<file path="src/hdl/pyramid_layer_encoder_defines.svh">
// Assertion macros shared by the pyramid layer encoder modules.
`ifndef PYRAMID_LAYER_ENCODER_DEFINES_SVH
`define PYRAMID_LAYER_ENCODER_DEFINES_SVH

// Same-cycle implication, checked on every rising edge out of reset.
`define PLENC_ASSERT_IMP(label, ante, cons, msg) \
    label: assert property (@(posedge aclk) disable iff (!aresetn) (ante) |-> (cons)) \
        else $error(msg);

// Next-cycle implication, checked on every rising edge out of reset.
`define PLENC_ASSERT_NXT(label, ante, cons, msg) \
    label: assert property (@(posedge aclk) disable iff (!aresetn) (ante) |=> (cons)) \
        else $error(msg);

`endif

</file>
<file path="src/hdl/plenc_pkg.sv">
// Shared constants, types and register codes of the pyramid layer encoder.
`timescale 1ns / 1ps

package plenc_pkg;

    localparam int MAX_WIDTH  = 4096;
    localparam int MAX_HEIGHT = 4096;

    localparam int SAMPLE_W  = 16;
    localparam int COORD_W   = $clog2(MAX_WIDTH);
    localparam int DIM_W     = 13;
    localparam int CFG_IDX_W = 2;
    localparam int SUM_W     = SAMPLE_W + 2;
    localparam int IDX_W     = 3;

    localparam int S_DATA_W = 16;
    localparam int M_DATA_W = 40;
    localparam int M_USER_W = 2;

    // Positions inside the result tuser.
    localparam int USER_KIND_BIT = 0;
    localparam int USER_FEND_BIT = 1;

    localparam logic [CFG_IDX_W-1:0] REG_IMAGE_WIDTH  = CFG_IDX_W'(0);
    localparam logic [CFG_IDX_W-1:0] REG_IMAGE_HEIGHT = CFG_IDX_W'(1);

    localparam logic KIND_RESIDUAL = 1'b0;
    localparam logic KIND_PARENT   = 1'b1;

    // Shape of the block that a sample completes.
    typedef enum logic [2:0] {
        BLK_NONE,
        BLK_ONE,
        BLK_ROW2,
        BLK_COL2,
        BLK_QUAD
    } blk_t;

    typedef struct packed {
        blk_t                blk;
        logic [SAMPLE_W-1:0] cur;
        logic [SAMPLE_W-1:0] left;
        logic [COORD_W-1:0]  x;
        logic [COORD_W-1:0]  y;
        logic                frame_end;
    } scan_item_t;

endpackage

</file>
<file path="src/hdl/plenc_emit.sv">
// Block mean, residual sequencing and the result output register.
`timescale 1ns / 1ps
`include "pyramid_layer_encoder_defines.svh"

module plenc_emit (
    input  logic                                aclk,
    input  logic                                aresetn,
    input  logic                                item_valid,
    input  plenc_pkg::scan_item_t               item,
    output logic                                item_take,
    input  logic [plenc_pkg::SAMPLE_W-1:0]      st_rdata,
    output logic                                m_tvalid,
    input  logic                                m_tready,
    output logic [plenc_pkg::M_DATA_W-1:0]      m_tdata,
    output logic                                m_tlast,
    output logic [plenc_pkg::M_USER_W-1:0]      m_tuser
);

    localparam int SW = plenc_pkg::SAMPLE_W;
    localparam int CW = plenc_pkg::COORD_W;
    localparam int UW = plenc_pkg::SUM_W;
    localparam int IW = plenc_pkg::IDX_W;

    logic [SW-1:0] top_prev_reg;

    logic          s2_valid_reg;
    logic [IW-1:0] idx_reg;
    logic [IW-1:0] cnt_reg, cnt_next;
    logic [SW-1:0] mean_reg, mean_next;
    logic          fe_reg;
    logic [CW-1:0] px_reg, py_reg;
    logic [SW-1:0] vals_reg [4];
    logic [CW-1:0] xs_reg [4];
    logic [CW-1:0] ys_reg [4];
    logic [SW-1:0] vals_next [4];
    logic [CW-1:0] xs_next [4];
    logic [CW-1:0] ys_next [4];

    logic                       m_valid_reg;
    logic [plenc_pkg::M_DATA_W-1:0] m_data_reg, m_data_next;
    logic                       m_last_reg, m_last_next;
    logic [plenc_pkg::M_USER_W-1:0] m_user_reg, m_user_next;

    logic          out_free, emit_fire, s2_done, s2_free, item_none, s2_load;
    logic [CW-1:0] bx, by;
    logic [UW-1:0] sum;
    logic [1:0]    shift;
    logic [1:0]    res_sel;
    logic [SW-1:0] res_val;

    assign out_free  = !m_valid_reg || m_tready;
    assign emit_fire = s2_valid_reg && out_free;
    assign s2_done   = emit_fire && (idx_reg == cnt_reg);
    assign s2_free   = !s2_valid_reg || s2_done;
    assign item_none = item.blk == plenc_pkg::BLK_NONE;
    assign item_take = item_valid && (item_none || s2_free);
    assign s2_load   = item_take && !item_none;

    always_comb begin
        bx = {item.x[CW-1:1], 1'b0};
        by = {item.y[CW-1:1], 1'b0};
        for (int i = 0; i < 4; i++) begin
            vals_next[i] = '0;
            xs_next[i]   = item.x;
            ys_next[i]   = item.y;
        end
        cnt_next = '0;
        shift    = 2'd0;
        case (item.blk)
            plenc_pkg::BLK_ONE: begin
                vals_next[0] = item.cur;
                cnt_next     = IW'(1);
            end
            plenc_pkg::BLK_ROW2: begin
                vals_next[0] = item.left;
                xs_next[0]   = bx;
                vals_next[1] = item.cur;
                cnt_next     = IW'(2);
                shift        = 2'd1;
            end
            plenc_pkg::BLK_COL2: begin
                vals_next[0] = st_rdata;
                ys_next[0]   = by;
                vals_next[1] = item.cur;
                cnt_next     = IW'(2);
                shift        = 2'd1;
            end
            plenc_pkg::BLK_QUAD: begin
                // The top-left sample was read for the previous beat of this row.
                vals_next[0] = top_prev_reg;
                xs_next[0]   = bx;
                ys_next[0]   = by;
                vals_next[1] = st_rdata;
                ys_next[1]   = by;
                vals_next[2] = item.left;
                xs_next[2]   = bx;
                vals_next[3] = item.cur;
                cnt_next     = IW'(4);
                shift        = 2'd2;
            end
            default: begin
                cnt_next = '0;
            end
        endcase
        // Rounding adds half the sample count before the shift.
        sum = UW'(vals_next[0]) + UW'(vals_next[1]) + UW'(vals_next[2])
            + UW'(vals_next[3]) + UW'(cnt_next[IW-1:1]);
        mean_next = SW'(sum >> shift);
    end

    always_comb begin
        res_sel = 2'(idx_reg - IW'(1));
        res_val = vals_reg[res_sel] - mean_reg;
        if (idx_reg == '0) begin
            m_data_next = {mean_reg, py_reg, px_reg};
            m_user_next = {fe_reg, plenc_pkg::KIND_PARENT};
        end else begin
            m_data_next = {res_val, ys_reg[res_sel], xs_reg[res_sel]};
            m_user_next = {fe_reg, plenc_pkg::KIND_RESIDUAL};
        end
        m_last_next = idx_reg == cnt_reg;
    end

    always_ff @(posedge aclk) begin
        if (!aresetn) begin
            s2_valid_reg <= 1'b0;
            idx_reg      <= '0;
            m_valid_reg  <= 1'b0;
        end else begin
            if (s2_load) begin
                s2_valid_reg <= 1'b1;
                idx_reg      <= '0;
            end else if (s2_done) begin
                s2_valid_reg <= 1'b0;
            end else if (emit_fire) begin
                idx_reg <= idx_reg + IW'(1);
            end
            if (emit_fire) begin
                m_valid_reg <= 1'b1;
            end else if (m_tready) begin
                m_valid_reg <= 1'b0;
            end
        end
    end

    always_ff @(posedge aclk) begin
        if (item_take && item.y[0]) begin
            top_prev_reg <= st_rdata;
        end
        if (s2_load) begin
            cnt_reg  <= cnt_next;
            mean_reg <= mean_next;
            fe_reg   <= item.frame_end;
            px_reg   <= {1'b0, item.x[CW-1:1]};
            py_reg   <= {1'b0, item.y[CW-1:1]};
            for (int i = 0; i < 4; i++) begin
                vals_reg[i] <= vals_next[i];
                xs_reg[i]   <= xs_next[i];
                ys_reg[i]   <= ys_next[i];
            end
        end
        if (emit_fire) begin
            m_data_reg <= m_data_next;
            m_last_reg <= m_last_next;
            m_user_reg <= m_user_next;
        end
    end

    assign m_tvalid = m_valid_reg;
    assign m_tdata  = m_data_reg;
    assign m_tlast  = m_last_reg;
    assign m_tuser  = m_user_reg;

    `PLENC_ASSERT_IMP(a_idx_in_range, s2_valid_reg, idx_reg <= cnt_reg,
        "result index ran past the block's sample count")
    `PLENC_ASSERT_NXT(a_parent_first, s2_load, s2_valid_reg && idx_reg == '0,
        "new block does not start with its parent beat")
    `PLENC_ASSERT_IMP(a_parent_not_last,
        m_valid_reg && m_user_reg[plenc_pkg::USER_KIND_BIT] == plenc_pkg::KIND_PARENT,
        !m_last_reg, "parent beat flagged as the last result of a block")

endmodule

</file>
<file path="config.mk">
export PLATFORM = sky130hd
export DESIGN_NAME = plenc_emit
export DESIGN_NICKNAME = d
export VERILOG_FILES = /design/src/hdl/plenc_pkg.sv /design/src/hdl/plenc_emit.sv
export VERILOG_INCLUDE_DIRS = /design/src /design/src/hdl
export SDC_FILE = /design/constraint.sdc
export NUM_CORES = 1
export LEC_CHECK = 0
export BUFFER_PORTS_ARGS = -buffer_cell sky130_fd_sc_hd__buf_2
export CORE_MARGIN = 2
export CORE_UTILIZATION = 55
export CTS_BUF_LIST = sky130_fd_sc_hd__clkbuf_8
export CTS_CLUSTER_DIAMETER = 100
export CTS_CLUSTER_SIZE = 40
export DETAILED_ROUTE_END_ITERATION = 10
export GPL_TIMING_DRIVEN = 0
export PLACE_DENSITY = 0.79
export SLEW_MARGIN = 0
export SYNTH_ARGS = -nofsm -noshare
export SYNTH_HDL_FRONTEND = slang
export SYNTH_SLANG_ARGS = --single-unit
</file>
<file path="constraint.sdc">
create_clock -name aclk -period 6.58 [get_ports aclk]
set_clock_uncertainty 0.1 [all_clocks]
set_input_delay 0.987 -clock aclk [delete_from_list [all_inputs] [get_ports aclk]]
set_output_delay 0.987 -clock aclk [all_outputs]
set_load 0.005 [all_outputs]
</file>
==> impl_metrics.tcl <==
set metrics [dict create \
    crit_type "input pin to flop" \
    p_int_w 0.00197 \
    clkTransAtPathRegs_ps 90 \
    synth.top_cell.area_share_pct 51.4 \
    coreArea_um2 17900 \
    cts_setup_buffers 0 \
    status "completed" \
    final_antenna_net_count 0 \
    ios 125 \
    p_clk_share_pct 26.3 \
    final.setup.tns_ps 0 \
    drtIter0Drc 669 \
    cts_tree "built" \
    timing.fmax_mhz 163 \
    startpoint_type "input pin" \
    synth_commonest_cells "edfxtp_1, nand2_1, inv_1, nor2_1, a21oi_1" \
    cts-resized-gates 0 \
    insertion_delay_ps 490 \
    drv_cap 0 \
    grt_pass1_wl_um 37400 \
    powerDensity_nw_per_um2 253 \
    layout.nets 1149 \
    synth_top_flop_cell "edfxtp_1" \
    synthCells 854 \
    dieArea_um2 19200 \
    min_period_ps 6150 \
    setup_violations 0 \
    rsz0062_at_grt "no" \
    vias 7260 \
    slew_headroom_pct 35.5 \
    hold_buffers 0 \
    cts-htree-levels 4 \
    area_growth_pct 14.2 \
    syn_area_um2 9980 \
    syn-num-nets 1002 \
    worst_slew_pin_slew_ps 968 \
    placed_cells 1211 \
    hold_viol 0 \
    crit_arrival_ps 6250 \
    root_buffer "clkbuf_8" \
    hpwl_um 17500 \
    die_x_um 139 \
    largest_register_ffs 64 \
    peakVddDrop_v 0.000154 \
    detail_route.wl_per_cell_um 19.0 \
    synth-edff-count 171 \
    setup_ws_ps 432 \
    place_ws_ps 22.8 \
    pwr-share-comb_pct 25.8 \
    firstDrtPassIters 5 \
    drive_above_1_share_pct 21.8 \
    drc 0 \
    holdWs_ps 357 \
    ys_ff_latch 176 \
    initial_core_util_pct 55.8 \
    p_seq_share_pct 47.9 \
    wl_um 23600 \
    clockBufferDepth 2 \
    avgViaCountPerCell 5.84 \
    ys_warn_count 0 \
    yosys.area.top_type "edfxtp_1" \
    antenna_found_initial 0 \
    syn_area_per_cell_um2 11.7 \
    critPathCaptureType "flop" \
    multi_input_area_um2 4280 \
    yosysSeqAreaShare_pct 52.4 \
    timing.final.crit_share_pct 93.4 \
    gp_congestion 0.929 \
    grt_usage_pct 25.1 \
    swShare_pct 31.8 \
    worstPathMaxFanout 10 \
    grt_max_degree 39 \
    drv_slew 0 \
    die_h_um 139 \
    core.rowCount 49 \
    seq_area_um2 5240 \
    overflow 0 \
    fin_util_pct 63.7 \
    synthArstFlopShare_pct 0 \
    grt_pass1_vias 7230 \
    n_antenna_cell 0 \
    portBuffers 124 \
    synth_area_leaders "edfxtp_1, fa_1, nand2_1, ha_1, mux4_2" \
    required_ps 6690 \
    p_leak_nw 4.86 \
    synth.most_common_cell "edfxtp_1" \
    yosysUniqueCellTypes 66 \
    cts_made_buffers 17 \
    final_cells 1243 \
    hp-class "flop to flop" \
    clock_sinks 176 \
    fillers 1377 \
    power.switching_w 0.000918 \
]
## worst max-delay path, cell delays in order
cell and delay, ps:
buf_2 100, clkbuf_1 360, nand2_1 410, inv_2 330, clkbuf_1 460, nand2_1 190
fa_1 520, fa_1 490, inv_1 50, fa_1 450, fa_1 460, a21oi_1 240
o211ai_2 150, a211oi_4 280, nor3_2 90, o41ai_2 320, xor2_1 250, a211oi_2 100
## kinds of logic after synthesis
group                    count (synthesis)  share of synthesized area [%]
flip-flops                             176                           52.4
buffers and inverters                  123                           4.81
AND/OR/NAND/NOR                        255                           11.5
multiplexers                            37                           5.91
AO/OA/AOI/OAI                          168                           11.8
adder cells (fa/ha/maj)                 68                           11.1
XOR/XNOR                                27                           2.44
## metrics by stage
step / area [um^2] / power (W)
3_3_place_gp: 10900 / 0.00211
4_1_cts: 11400 / 0.00288
2_1_floorplan: 9990 / 0.00192
5_1_grt: 11400 / 0.00303
3_5_place_dp: 11000 / 0.00214
6_report: 11400 / 0.00288
## cell type report
class                      instances  area share [%]
tap                              229            2.51
inverter                          87            2.86
clock buffer                      17            2.05
buffer                            36            1.35
multi-input combinational        555            37.6
sequential                       176            45.9
timing repair buffer             128            6.28
clock inverter                    15            1.47
## cell usage in the layout (no fill, tap or decap), types with 4 or more instances in the layout
master and instances:
edfxtp_1 171, nand2_1 134, buf_2 127, inv_1 86, nor2_1 41, a21oi_1 40, fa_1 34, ha_1 34
o21ai_0 31, a22oi_1 27, clkbuf_1 23, and3_1 21, clkbuf_8 17, xnor2_1 16, mux2_2 16, mux4_2 16
nand3_1 14, o21a_1 12, xor2_1 10, nand2b_1 8, buf_1 8, nor2b_1 7, nor3_1 7, a22o_1 6
o21ai_1 6, and2_1 6, a211oi_1 5, mux2i_1 5, dfxtp_1 5, a21o_1 4, o31ai_1 4, nand4_1 4
inv_6 4
## metal layers
layer / part of all wire [%] / up-vias / GRT usage [%] / wire length [um]
li1: - / 3352 / - / -
met1: 41 / 3454 / 33.4 / 9610
met2: 47 / 386 / 40.3 / 11000
met3: 8.8 / 68 / 5.25 / 2080
met4: 3.7 / 0 / 11.5 / 878
met5: 0 / - / 0 / 0
## final timing paths
check | start | endpoint | slack [ps] | cells after the start
setup reg to reg | idx_reg[0] | m_tdata[38] | 1100 | 15
setup / recovery | item[59] | mean_reg[14] | 430 | 18
hold / removal | fe_reg | m_tuser[1] | 360 | 0
hold reg to reg | fe_reg | m_tuser[1] | 360 | 0
## power by group through the flow
stage                     sequential, W  combinational, W  clock, W
after floorplan                 0.00141          0.000516         0
after global placement          0.00141          0.000700         0
after detailed placement        0.00141          0.000732         0
after CTS                       0.00138          0.000738  0.000763
after global routing            0.00139          0.000825  0.000811
final                           0.00138          0.000744  0.000759
No activity file was read; power rests on OpenSTA's default activity.
