`src/hdl/pyramid_layer_encoder_defines.svh`:
```
// Assertion macros shared by the pyramid layer encoder modules.
`ifndef PYRAMID_LAYER_ENCODER_DEFINES_SVH
`define PYRAMID_LAYER_ENCODER_DEFINES_SVH

// Same-cycle implication, checked on every rising edge out of reset.
`define PLENC_ASSERT_IMP(label, ante, cons, msg) \
    label: assert property (@(posedge aclk) disable iff (!aresetn) (ante) |-> (cons)) \
        else $error(msg);

// Next-cycle implication, checked on every rising edge out of reset.
`define PLENC_ASSERT_NXT(label, ante, cons, msg) \
    label: assert property (@(posedge aclk) disable iff (!aresetn) (ante) |=> (cons)) \
        else $error(msg);

`endif

```
`src/hdl/plenc_pkg.sv`:
```
// Shared constants, types and register codes of the pyramid layer encoder.
`timescale 1ns / 1ps

package plenc_pkg;

    localparam int MAX_WIDTH  = 4096;
    localparam int MAX_HEIGHT = 4096;

    localparam int SAMPLE_W  = 16;
    localparam int COORD_W   = $clog2(MAX_WIDTH);
    localparam int DIM_W     = 13;
    localparam int CFG_IDX_W = 2;
    localparam int SUM_W     = SAMPLE_W + 2;
    localparam int IDX_W     = 3;

    localparam int S_DATA_W = 16;
    localparam int M_DATA_W = 40;
    localparam int M_USER_W = 2;

    // Positions inside the result tuser.
    localparam int USER_KIND_BIT = 0;
    localparam int USER_FEND_BIT = 1;

    localparam logic [CFG_IDX_W-1:0] REG_IMAGE_WIDTH  = CFG_IDX_W'(0);
    localparam logic [CFG_IDX_W-1:0] REG_IMAGE_HEIGHT = CFG_IDX_W'(1);

    localparam logic KIND_RESIDUAL = 1'b0;
    localparam logic KIND_PARENT   = 1'b1;

    // Shape of the block that a sample completes.
    typedef enum logic [2:0] {
        BLK_NONE,
        BLK_ONE,
        BLK_ROW2,
        BLK_COL2,
        BLK_QUAD
    } blk_t;

    typedef struct packed {
        blk_t                blk;
        logic [SAMPLE_W-1:0] cur;
        logic [SAMPLE_W-1:0] left;
        logic [COORD_W-1:0]  x;
        logic [COORD_W-1:0]  y;
        logic                frame_end;
    } scan_item_t;

endpackage

```
`src/hdl/plenc_scan.sv`:
```
// Raster position tracking, size registers and line store access.
`timescale 1ns / 1ps
`include "pyramid_layer_encoder_defines.svh"

module plenc_scan (
    input  logic                                aclk,
    input  logic                                aresetn,
    input  logic                                cfg_valid,
    output logic                                cfg_ready,
    input  logic [plenc_pkg::CFG_IDX_W-1:0]     cfg_index,
    input  logic [plenc_pkg::DIM_W-1:0]         cfg_data,
    input  logic                                s_tvalid,
    output logic                                s_tready,
    input  logic [plenc_pkg::S_DATA_W-1:0]      s_tdata,
    output logic                                st_we,
    output logic [plenc_pkg::COORD_W-1:0]       st_waddr,
    output logic [plenc_pkg::SAMPLE_W-1:0]      st_wdata,
    output logic                                st_re,
    output logic [plenc_pkg::COORD_W-1:0]       st_raddr,
    output logic                                item_valid,
    output plenc_pkg::scan_item_t               item,
    input  logic                                item_take
);

    localparam int DW = plenc_pkg::DIM_W;
    localparam int CW = plenc_pkg::COORD_W;

    function automatic logic [DW-1:0] clamp_dim(input logic [DW-1:0] v,
                                                input logic [DW-1:0] maxv);
        logic [DW-1:0] r;
        r = v;
        if (v == '0) begin
            r = DW'(1);
        end else if (v > maxv) begin
            r = maxv;
        end
        return r;
    endfunction

    logic [DW-1:0] w_reg;
    logic [DW-1:0] h_reg;
    logic [CW-1:0] col_reg, col_next;
    logic [CW-1:0] row_reg, row_next;
    logic [plenc_pkg::SAMPLE_W-1:0] left_reg;
    logic          s1_valid_reg;
    plenc_pkg::scan_item_t item_reg, item_next;

    logic          accept;
    logic          col_wrap;
    logic [DW-1:0] row_step;
    logic [CW-1:0] x, y;
    logic          x_last, y_last;
    logic [plenc_pkg::SAMPLE_W-1:0] cur;

    assign cfg_ready = 1'b1;
    assign s_tready  = !s1_valid_reg || item_take;
    assign accept    = s_tvalid && s_tready;
    assign cur       = s_tdata[plenc_pkg::SAMPLE_W-1:0];

    always_comb begin
        // A size change while mid-layer can leave the counters past the edge.
        col_wrap = {1'b0, col_reg} >= w_reg;
        row_step = {1'b0, row_reg} + DW'(col_wrap);
        x        = col_wrap ? '0 : col_reg;
        y        = (row_step >= h_reg) ? '0 : row_step[CW-1:0];
        x_last   = ({1'b0, x} + DW'(1)) >= w_reg;
        y_last   = ({1'b0, y} + DW'(1)) >= h_reg;

        if (x_last) begin
            col_next = '0;
            row_next = y_last ? '0 : y + CW'(1);
        end else begin
            col_next = x + CW'(1);
            row_next = y;
        end

        item_next.blk = plenc_pkg::BLK_NONE;
        if (!y[0]) begin
            if (y_last) begin
                if (x[0]) begin
                    item_next.blk = plenc_pkg::BLK_ROW2;
                end else if (x_last) begin
                    item_next.blk = plenc_pkg::BLK_ONE;
                end
            end
        end else begin
            if (x[0]) begin
                item_next.blk = plenc_pkg::BLK_QUAD;
            end else if (x_last) begin
                item_next.blk = plenc_pkg::BLK_COL2;
            end
        end
        item_next.cur       = cur;
        item_next.left      = left_reg;
        item_next.x         = x;
        item_next.y         = y;
        item_next.frame_end = x_last && y_last;
    end

    // Even rows fill the line store; odd rows read the sample above.
    assign st_we    = accept && !y[0];
    assign st_waddr = x;
    assign st_wdata = cur;
    assign st_re    = accept && y[0];
    assign st_raddr = x;

    always_ff @(posedge aclk) begin
        if (!aresetn) begin
            w_reg        <= DW'(plenc_pkg::MAX_WIDTH);
            h_reg        <= DW'(plenc_pkg::MAX_HEIGHT);
            col_reg      <= '0;
            row_reg      <= '0;
            left_reg     <= '0;
            s1_valid_reg <= 1'b0;
        end else begin
            if (cfg_valid && cfg_ready) begin
                if (cfg_index == plenc_pkg::REG_IMAGE_WIDTH) begin
                    w_reg <= clamp_dim(cfg_data, DW'(plenc_pkg::MAX_WIDTH));
                end else if (cfg_index == plenc_pkg::REG_IMAGE_HEIGHT) begin
                    h_reg <= clamp_dim(cfg_data, DW'(plenc_pkg::MAX_HEIGHT));
                end
            end
            if (accept) begin
                col_reg      <= col_next;
                row_reg      <= row_next;
                left_reg     <= cur;
                s1_valid_reg <= 1'b1;
            end else if (item_take) begin
                s1_valid_reg <= 1'b0;
            end
        end
    end

    always_ff @(posedge aclk) begin
        if (accept) begin
            item_reg <= item_next;
        end
    end

    assign item_valid = s1_valid_reg;
    assign item       = item_reg;

    `PLENC_ASSERT_IMP(a_frame_end_closes_block,
        s1_valid_reg && item_reg.frame_end, item_reg.blk != plenc_pkg::BLK_NONE,
        "frame end on a sample that completes no block")
    `PLENC_ASSERT_IMP(a_quad_at_odd_corner,
        s1_valid_reg && item_reg.blk == plenc_pkg::BLK_QUAD,
        item_reg.x[0] && item_reg.y[0],
        "full block completed away from an odd column and row")

endmodule

```
`config.mk`:
```
export PLATFORM = sky130hd
export DESIGN_NAME = plenc_scan
export DESIGN_NICKNAME = d
export VERILOG_FILES = /design/src/hdl/plenc_pkg.sv /design/src/hdl/plenc_scan.sv
export VERILOG_INCLUDE_DIRS = /design/src /design/src/hdl
export SDC_FILE = /design/constraint.sdc
export NUM_CORES = 1
export LEC_CHECK = 0
export BUFFER_PORTS_ARGS = -buffer_cell sky130_fd_sc_hd__buf_2
export CORE_MARGIN = 8
export CORE_UTILIZATION = 56
export DETAILED_ROUTE_END_ITERATION = 16
export GPL_ROUTABILITY_DRIVEN = 1
export PLACE_DENSITY = 0.9
export SETUP_SLACK_MARGIN = 0.1
export SYNTH_ARGS = -nofsm -noshare
export SYNTH_HDL_FRONTEND = slang
export SYNTH_SLANG_ARGS = --single-unit
```
`constraint.sdc`:
```
create_clock -name aclk -period 9.1 [get_ports aclk]
set_clock_uncertainty 0.1 [all_clocks]
set_input_delay 2.275 -clock aclk [delete_from_list [all_inputs] [get_ports aclk]]
set_output_delay 2.275 -clock aclk [all_outputs]
set_load 0.05 [all_outputs]
```
==> flow_metrics.py, run 1 <==
metrics = {
    "place": {
        "place_congestion": 0.926,
        "io_buffers": 139,
        "dpl.hpwl_um": 13200,
        "dp_cells": 996,
    },
    "floorplanning": {
        "core_area_sq_mm": 0.0125,
        "rows": 41,
        "pin_count": 141,
        "dieArea_sq_mm": 0.0165,
        "initial_utilization_pct": 56.8,
        "die_h_um": 128,
        "die_w_um": 128,
    },
    "critical_path": {
        "worstPathArrival_ns": 8.41,
        "cp.required_ns": 9.36,
        "crit_type": "flop to flop",
        "path_common_cell": "ha_1",
        "start_kind": "flop",
        "slowest_stage": "xor2_1",
        "endpoint_kind": "flop",
        "critPathMaxStageDelay_ns": 0.40,
        "critPathMaxFanout": 25,
    },
    "logic_synthesis": {
        "netlist_area_sq_mm": 0.00708,
        "yosysWarnings": 0,
        "synth_edf_count": 60,
        "syn_nets": 847,
        "synth_most_common_cell": "nand2_1",
        "synth_top_area_share_pct": 25.4,
        "synth_area_leaders": "edfxtp_1 (25%), dfxtp_1 (19%), ha_1 (9.7%)",
        "ys_seq_area_share_pct": 44.4,
        "synth_cells": 756,
        "synthFlopType": "dfxtp_1",
        "synth_cell_type_count": 74,
        "yosys.area.top_type": "edfxtp_1",
        "ys_ff_latch": 127,
        "synth_area_per_cell_sq_um": 9.37,
        "synthArstFlopShare_pct": 0,
        "synth_commonest_cells": "nand2_1 (110), a21oi_1 (68), dfxtp_1 (67)",
    },
    "worst_hold_path": {
        "hp-class": "flop to flop",
    },
    "layout": {
        "largest_reg_flops": 60,
        "final_cells": 1028,
        "num-nets-final": 934,
        "fin_util_pct": 65.3,
        "antennaDiodeCount": 0,
        "syn2layout_area_growth_pct": 14.9,
        "post_route_cells_drive_above_1_share_pct": 22.8,
    },
    "clock_network": {
        "clk_latency_ns": 0.42,
        "ctsResizeCount": 0,
        "cts_max_path_buffers": 2,
        "cts.sink_count": 127,
        "htreeDepth": 4,
        "cts_root_buffer": "clkbuf_16",
        "path_clk_slew_ns": 0.06,
        "cts_tree": "yes",
        "post_cts_buffers": 0,
        "ctsHoldBuffers": 0,
        "cts_buffers": 17,
    },
    "timing": {
        "slew_headroom_pct": 34.7,
        "period_share_pct": 89.5,
        "fin_setup_tns_ns": 0,
        "rsz0062_at_grt": "false",
        "setup_viol": 0,
        "max_freq_mhz": 123,
        "timing.hold.ws_ns": 0.327,
        "maxSlewViolCount": 0,
        "worstMarginPinSlew_ns": 0.976,
        "min_period_ns": 8.14,
        "hold_viol_final": 0,
    },
    "grt": {
        "grt_pass1_vias": 5448,
        "grt_antenna_before_repair": 0,
        "overflow": 0,
        "grt_pass1_wl_um": 28600,
        "grtUsageTotal_pct": 22.2,
        "grt_start_max_net_pins": 78,
    },
    "drt": {
        "wire_per_inst_um": 18.0,
        "firstDrtPassIters": 5,
        "viasPerCell": 5.67,
        "drt_iter0_markers": 557,
        "ant_nets": 0,
        "vias": 5829,
        "finalWirelength_um": 18500,
        "route.detailed.drc": 0,
    },
    "power_and_ir_drop": {
        "p_leak_nw": 3.52,
        "peakVddDrop_mv": 0.120,
        "p_total_w": 0.00163,
        "power_density_mw_per_mm2": 200,
    },
    "run_status": {
        "status": "finished clean",
    },
    "flow_run": {
        "drv_cap": 0,
    },
}
## critical path: cells and delay by family, from the launching register on
kind                       cells  cell delay (ns)
buffers and inverters          5             0.80
AOI/OAI and AO/OA             13             2.31
xor gates and xnor gates       2             0.64
DFF                            1             0.36
adders and majority gates      6             1.92
and+or+nand+nor               11             1.94
## routing by layer
layer | GRT usage (%) | up-vias | share of wire [%]
met5 | 0 | - | 0
met4 | 9.51 | 0 | 2.5
met3 | 5.59 | 37 | 9.9
met2 | 37.0 | 307 | 46
met1 | 26.7 | 2700 | 41
li1 | - | 2785 | -
## power by group
group          switching [W]  internal [W]
clock network       0.000260      0.000486
registers          0.0000130      0.000628
logic               0.000184     0.0000591
## logic make-up (layout without fill, tap and decap cells)
group	Yosys count	after routing	synth area share, %
other	1	1	0.0530
and+or+nand+nor	281	281	19.3
muxes	1	1	0.141
DFF	127	127	44.4
adders and majority gates	55	55	9.72
AOI/OAI and AO/OA	141	141	12.8
buffers and inverters	121	221	10.0
xor gates and xnor gates	29	29	3.59
## area by class of cell
cell class / count / area, sq um
clock buffers: 18 / 429
clock inverters: 14 / 216
fillers: 954 / 4330
inverters: 45 / 169
multi-input cells: 508 / 3230
flip-flops and latches: 127 / 3140
well taps: 172 / 215
repair buffers: 144 / 733
## cell usage in the layout, fill, tap and decap left out, types with 3 or more instances in the layout
| master | n |
|---|---|
| a211oi_1 | 6 |
| a21o_1 | 6 |
| a21oi_1 | 67 |
| a221oi_1 | 5 |
| a22o_1 | 8 |
| and3_1 | 8 |
| buf_2 | 139 |
| buf_4 | 5 |
| bufinv_16 | 5 |
| clkbuf_16 | 17 |
| clkinv_4 | 3 |
| clkinvlp_4 | 3 |
| dfxtp_1 | 67 |
| edfxtp_1 | 60 |
| ha_1 | 55 |
| inv_1 | 43 |
| nand2_1 | 110 |
| nand2b_1 | 6 |
| nand3_1 | 18 |
| nand3b_1 | 3 |
| nand4_1 | 12 |
| nor2_1 | 56 |
| nor2b_1 | 29 |
| nor3_1 | 10 |
| nor4_1 | 6 |
| o211ai_1 | 6 |
| o21ai_0 | 13 |
| o22ai_1 | 3 |
| xnor2_1 | 15 |
| xor2_1 | 14 |
## through the flow
| step | area (sq um) | setup slack, ns |
|---|---|---|
| after global routing | 8140 | 0.332 |
| final | 8140 | 0.957 |
| after CTS | 8140 | 1.11 |
| after global placement | 7490 | 1.42 |
| after detailed placement | 7490 | 1.19 |
| after floorplan | 7080 | 1.60 |
## final timing paths
path	slack [ns]	startpoint	end	cells past startpoint
setup / recovery	0.96	col_reg[0]	row_reg[9]	37
hold / removal	0.33	left_reg[0]	item[25]	0
setup reg to reg	0.96	col_reg[0]	row_reg[9]	37
hold reg to reg	0.33	left_reg[0]	item[25]	0
No activity file was read; power rests on OpenSTA's default activity.
==> run 2, diff against run 1 <==
Settings changed: RECOVER_POWER from default to 100.
==> run 2 against run 1 <==
The run now ends with capacitance limit, slew limit left. Final area shrank 2.2%. Largest cell class unchanged. Combinational power shrank 4%. Fmax shrank 0.91%. Routed wire length grew 0.43%. Register-to-register slack lost 0.07 ns. Die area is the same. Non-clock buffer count is the same. Critical path depth is the same. Via count is the same. Critical endpoint unchanged. Global-route usage is the same. Power shrank 0.57%.
==> flow_metrics.py, run 2 (same netlist as run 1, synthesis figures left out) <==
metrics = {
    "run_status": {
        "status": "finished with violations",
        "failed_checks": "capacitance limit, slew limit",
    },
    "drt": {
        "firstDrtPassIters": 5,
        "wire_per_inst_um": 18.1,
        "route.detailed.drc": 0,
        "viasPerCell": 5.67,
        "drt_iter0_markers": 473,
        "vias": 5829,
        "finalWirelength_um": 18600,
        "ant_nets": 0,
    },
    "clock_network": {
        "cts_max_path_buffers": 2,
        "cts_tree": "yes",
        "path_clk_slew_ns": 0.06,
        "post_cts_buffers": 0,
        "ctsHoldBuffers": 0,
        "clk_latency_ns": 0.42,
        "cts_buffers": 17,
        "cts_root_buffer": "clkbuf_16",
        "htreeDepth": 4,
        "cts.sink_count": 127,
        "ctsResizeCount": 0,
    },
    "power_and_ir_drop": {
        "pwr-share-seq_pct": 39.7,
        "combPwrFrac_pct": 14.5,
        "power_switching_w": 0.000455,
        "peakVddDrop_mv": 0.118,
        "p_leak_nw": 3.11,
        "internal_power_w": 0.00117,
        "pwr-share-clk_pct": 45.9,
        "power_density_mw_per_mm2": 203,
        "p_sw_share_pct": 28.1,
    },
    "timing": {
        "slew_headroom_pct": -144,
        "setup_viol": 0,
        "maxSlewViolCount": 132,
        "worstMarginPinSlew_ns": 3.66,
        "timing.hold.ws_ns": 0.322,
        "min_period_ns": 8.22,
        "fin_setup_tns_ns": 0,
        "max_freq_mhz": 122,
        "rsz0062_at_grt": "false",
        "hold_viol_final": 0,
        "period_share_pct": 90.3,
    },
    "place": {
        "dpl.hpwl_um": 13200,
        "place_congestion": 0.926,
        "io_buffers": 139,
    },
    "worst_hold_path": {
        "hp-class": "flop to flop",
        "worstHoldEndpoint": "item[27]",
        "min_path_cells": 0,
        "hold_path.startpoint": "left_reg[2]",
    },
    "critical_path": {
        "critPathMaxStageDelay_ns": 0.40,
        "crit_type": "flop to flop",
        "r2r_cells": 37,
        "endpoint_kind": "flop",
        "r2r_end": "row_reg[9]",
        "r2r_slack_ns": 0.88,
        "reg2reg_from": "col_reg[0]",
        "critPathMaxFanout": 25,
        "start_kind": "flop",
        "cp.required_ns": 9.34,
        "path_common_cell": "ha_1",
        "worstPathArrival_ns": 8.45,
        "slowest_stage": "xor2_1",
    },
    "grt": {
        "grt_antenna_before_repair": 0,
        "grt_start_max_net_pins": 78,
        "grt_pass1_wl_um": 28600,
        "overflow": 0,
        "grtUsageTotal_pct": 22.2,
        "grt_pass1_vias": 5448,
    },
    "floorplanning": {
        "core_area_sq_mm": 0.0125,
        "pin_count": 141,
        "initial_utilization_pct": 56.8,
        "die_h_um": 128,
        "die_w_um": 128,
        "rows": 41,
        "dieArea_sq_mm": 0.0165,
    },
    "layout": {
        "num-nets-final": 934,
        "syn2layout_area_growth_pct": 12.5,
        "fillers": 1045,
        "fin_util_pct": 63.9,
        "antennaDiodeCount": 0,
        "final_common_cell": "clkbuf_1",
        "final_cell_mix": "clkbuf_1 (127), nand2_1 (111), a21oi_1 (68), dfxtp_1 (67), edfxtp_1 (60)",
        "largest_reg_flops": 60,
        "post_route_cells_drive_above_1_share_pct": 7.48,
    },
    "flow_run": {
        "drv_cap": 2,
    },
}
run 2: worst max path at each step:
stage	startpoint	endpoint	slack [ns]	depth (start not counted)
after floorplan	col_reg[0]	st_we	1.60	25
after global placement	col_reg[0]	row_reg[9]	1.42	37
after detailed placement	col_reg[0]	row_reg[9]	1.19	37
after CTS	col_reg[0]	row_reg[9]	1.11	37
final	col_reg[0]	row_reg[9]	0.88	37
after global routing	col_reg[0]	row_reg[3]	0.24	37
run 2: area by class of cell:
type	instances	area, sq um	area share (%)
multi-input cells	508	3230	40.5
well taps	172	215	2.70
inverters	45	169	2.12
clock inverters	14	216	2.72
flip-flops and latches	127	3140	39.5
repair buffers	144	566	7.10
clock buffers	18	429	5.39
run 2: per-stage QoR:
step,instance area [sq um],cells,setup slack [ns],power (W)
floorplan,7080,756,1.60,0.000843
global placement,7490,996,1.42,0.000887
detailed placement,7490,996,1.19,0.000892
CTS,8140,1028,1.11,0.00163
global route,7960,1028,0.244,0.00167
finish,7960,1028,0.883,0.00162
run 2: power by group through the flow:
stage	Combinational (W)	Sequential [W]	Clock, W
floorplan	0.000134	0.000709	0
global placement	0.000236	0.000651	0
detailed placement	0.000240	0.000652	0
CTS	0.000242	0.000640	0.000748
global route	0.000251	0.000646	0.000769
finish	0.000234	0.000643	0.000743
run 2: routing by layer:
layer  share of wire (%)  vias to the layer above  wire length, um  track usage, %
met1                  41                     2702             7580            26.7
met4                 2.3                        0              427            9.51
met3                  10                       36             1900            5.59
li1                    -                     2774                -               -
met2                  47                      317             8690            37.0
met5                   0                        -                0               0
run 2: worst max-delay path, delay by kind of cell, from the launching register on:
kind                     cells  cell delay, ns
XOR/XNOR                     2            0.64
AND/OR/NAND/NOR             11            1.95
flip-flops                   1            0.36
adder cells (fa/ha/maj)      6            1.94
buffers and inverters        5            0.81
AO/OA/AOI/OAI               13            2.35
==> run 3, diff against run 2 <==
Settings changed: BUFFER_PORTS_ARGS -buffer_cell sky130_fd_sc_hd__buf_2 to default, CORE_UTILIZATION 56 to 60, DONT_BUFFER_PORTS from default to 1, PLACE_DENSITY 0.9 to 0.85, SETUP_SLACK_MARGIN 0.1 to 0.2.
==> run 3 against run 2 <==
The run still ends with capacitance limit, slew limit left. Fmax is 0.99% lower. Worst hold slack improved by 0.0063 ns. Power down 8.8%. Die area fell by 5.9%. Count of clock-buffer cells in the layout did not move. Setup slack worse by 0.082 ns. First-iteration DRC count is 0.85% lower. Clock power is 13% lower.
==> flow_metrics.py, run 3 (same netlist as run 1, synthesis figures left out) <==
metrics = {
    "timing": {
        "fin_setup_tns_ns": 0,
        "rsz0062_at_grt": "false",
        "hold_viol_final": 0,
        "setup_viol": 0,
        "maxSlewViolCount": 156,
        "max_freq_mhz": 120,
        "period_share_pct": 91.2,
        "min_period_ns": 8.30,
        "slew_headroom_pct": -156,
        "worstMarginPinSlew_ns": 3.85,
    },
    "power_and_ir_drop": {
        "p_sw_share_pct": 29.0,
        "combPwrFrac_pct": 8.8,
        "pwr-share-clk_pct": 43.5,
        "power_switching_w": 0.000429,
        "pwr-share-seq_pct": 47.7,
        "p_leak_nw": 2.88,
        "peakVddDrop_mv": 0.161,
        "power_density_mw_per_mm2": 201,
        "internal_power_w": 0.00105,
    },
    "clock_network": {
        "cts_root_buffer": "clkbuf_16",
        "cts_buffers": 17,
        "htreeDepth": 4,
        "cts_max_path_buffers": 2,
        "cts_tree": "yes",
        "ctsHoldBuffers": 0,
        "clk_latency_ns": 0.41,
        "cts.sink_count": 127,
        "post_cts_buffers": 0,
        "path_clk_slew_ns": 0.06,
    },
    "layout": {
        "post_route_cells_drive_above_1_share_pct": 7.35,
        "final_cell_mix": "nand2_1 (111), a21oi_1 (68), dfxtp_1 (67), edfxtp_1 (60), nor2_1 (56)",
        "largest_reg_flops": 60,
        "antennaDiodeCount": 0,
        "fillers": 909,
        "num-nets-final": 799,
        "fin_util_pct": 64.0,
        "final_common_cell": "nand2_1",
        "syn2layout_area_growth_pct": 3.69,
    },
    "floorplanning": {
        "dieArea_sq_mm": 0.0155,
        "pin_count": 141,
        "core_area_sq_mm": 0.0115,
        "rows": 39,
        "die_w_um": 125,
        "initial_utilization_pct": 61.7,
        "die_h_um": 125,
    },
    "drt": {
        "vias": 5310,
        "viasPerCell": 6.15,
        "firstDrtPassIters": 6,
        "drt_iter0_markers": 469,
        "finalWirelength_um": 16700,
        "ant_nets": 0,
        "wire_per_inst_um": 19.3,
        "route.detailed.drc": 0,
    },
    "place": {
        "dpl.hpwl_um": 12100,
        "io_buffers": 0,
        "place_congestion": 0.922,
    },
    "grt": {
        "grt_antenna_before_repair": 0,
        "grt_pass1_vias": 5158,
        "grt_start_max_net_pins": 83,
        "grt_pass1_wl_um": 27100,
        "grtUsageTotal_pct": 21.0,
        "overflow": 0,
    },
    "critical_path": {
        "cp.required_ns": 6.73,
        "critPathMaxFanout": 25,
        "endpoint_kind": "output pin",
        "crit_type": "flop to output pin",
        "worstPathArrival_ns": 5.92,
        "start_kind": "flop",
        "r2r_cells": 37,
    },
    "run_status": {
        "status": "finished with violations",
        "failed_checks": "capacitance limit, slew limit",
    },
    "flow_run": {
        "drv_cap": 11,
    },
    "worst_hold_path": {
        "hp-class": "flop to flop",
        "min_path_cells": 0,
    },
}
-- run 3: cell type report --
type | instances | area [sq um] | share of cell area [%]
flip-flops and latches | 127 | 3140 | 42.8
clock inverters | 14 | 133 | 1.81
well taps | 143 | 179 | 2.44
repair buffers | 9 | 37.5 | 0.511
clock buffers | 18 | 429 | 5.85
inverters | 45 | 169 | 2.30
multi-input cells | 508 | 3250 | 44.3
-- run 3: worst max-delay path, stage by stage (launching register included) --
cell	delay, ns
dfxtp_1	0.36
inv_1	0.09
ha_1	0.27
nand2b_1	0.09
a21o_1	0.11
a211oi_1	0.07
o31ai_1	0.27
nand3_1	0.12
a21oi_1	0.30
ha_1	0.34
ha_1	0.39
inv_1	0.14
nor2_4	0.15
nand4_1	0.15
xor2_2	0.30
inv_1	0.15
ha_1	0.33
a21oi_1	0.12
o21ai_0	0.09
a21oi_1	0.20
o31ai_2	0.10
buf_4	0.23
or2_2	0.35
nor2_1	0.76
-- run 3: per-layer routing --
layer | vias to the layer above | global-route usage, % | share of wire, %
li1 | 2503 | - | -
met1 | 2523 | 27.3 | 43
met2 | 270 | 31.7 | 46
met3 | 14 | 7.45 | 10
met4 | 0 | 6.73 | 1.1
met5 | - | 0 | 0
-- run 3: power by group through the flow --
stage	Sequential (W)	Clock (W)	Combinational (W)
floorplan	0.000709	0	0.000134
global placement	0.000715	0	0.000128
detailed placement	0.000716	0	0.000131
CTS	0.000704	0.000652	0.000133
global route	0.000709	0.000677	0.000144
finish	0.000705	0.000643	0.000131
-- run 3: worst paths after layout --
kind | slack [ns] | from | to
setup / recovery | 0.80 | col_reg[0] | st_re
hold reg to reg | 0.33 | left_reg[1] | item[26]
setup reg to reg | 0.83 | col_reg[0] | row_reg[9]
hold / removal | 0.33 | left_reg[1] | item[26]
-- run 3: stage by stage --
stage	power, W	worst slack, ns	instances	instance area, sq um	hold slack [ns]
after detailed placement	0.000847	0.921	832	6820	0.315
after global routing	0.00153	0.180	864	7340	0.337
final	0.00148	0.801	864	7340	0.329
after floorplan	0.000843	1.60	756	7080	0.308
after CTS	0.00149	0.829	864	7380	0.329
after global placement	0.000843	1.06	832	6820	0.311
-- run 3: repair_timing --
item                                    in CTS  in global routing
hold endpoints to repair                     0                  0
endpoints found under the setup margin       0                  7
gates resized for setup                      0                  4
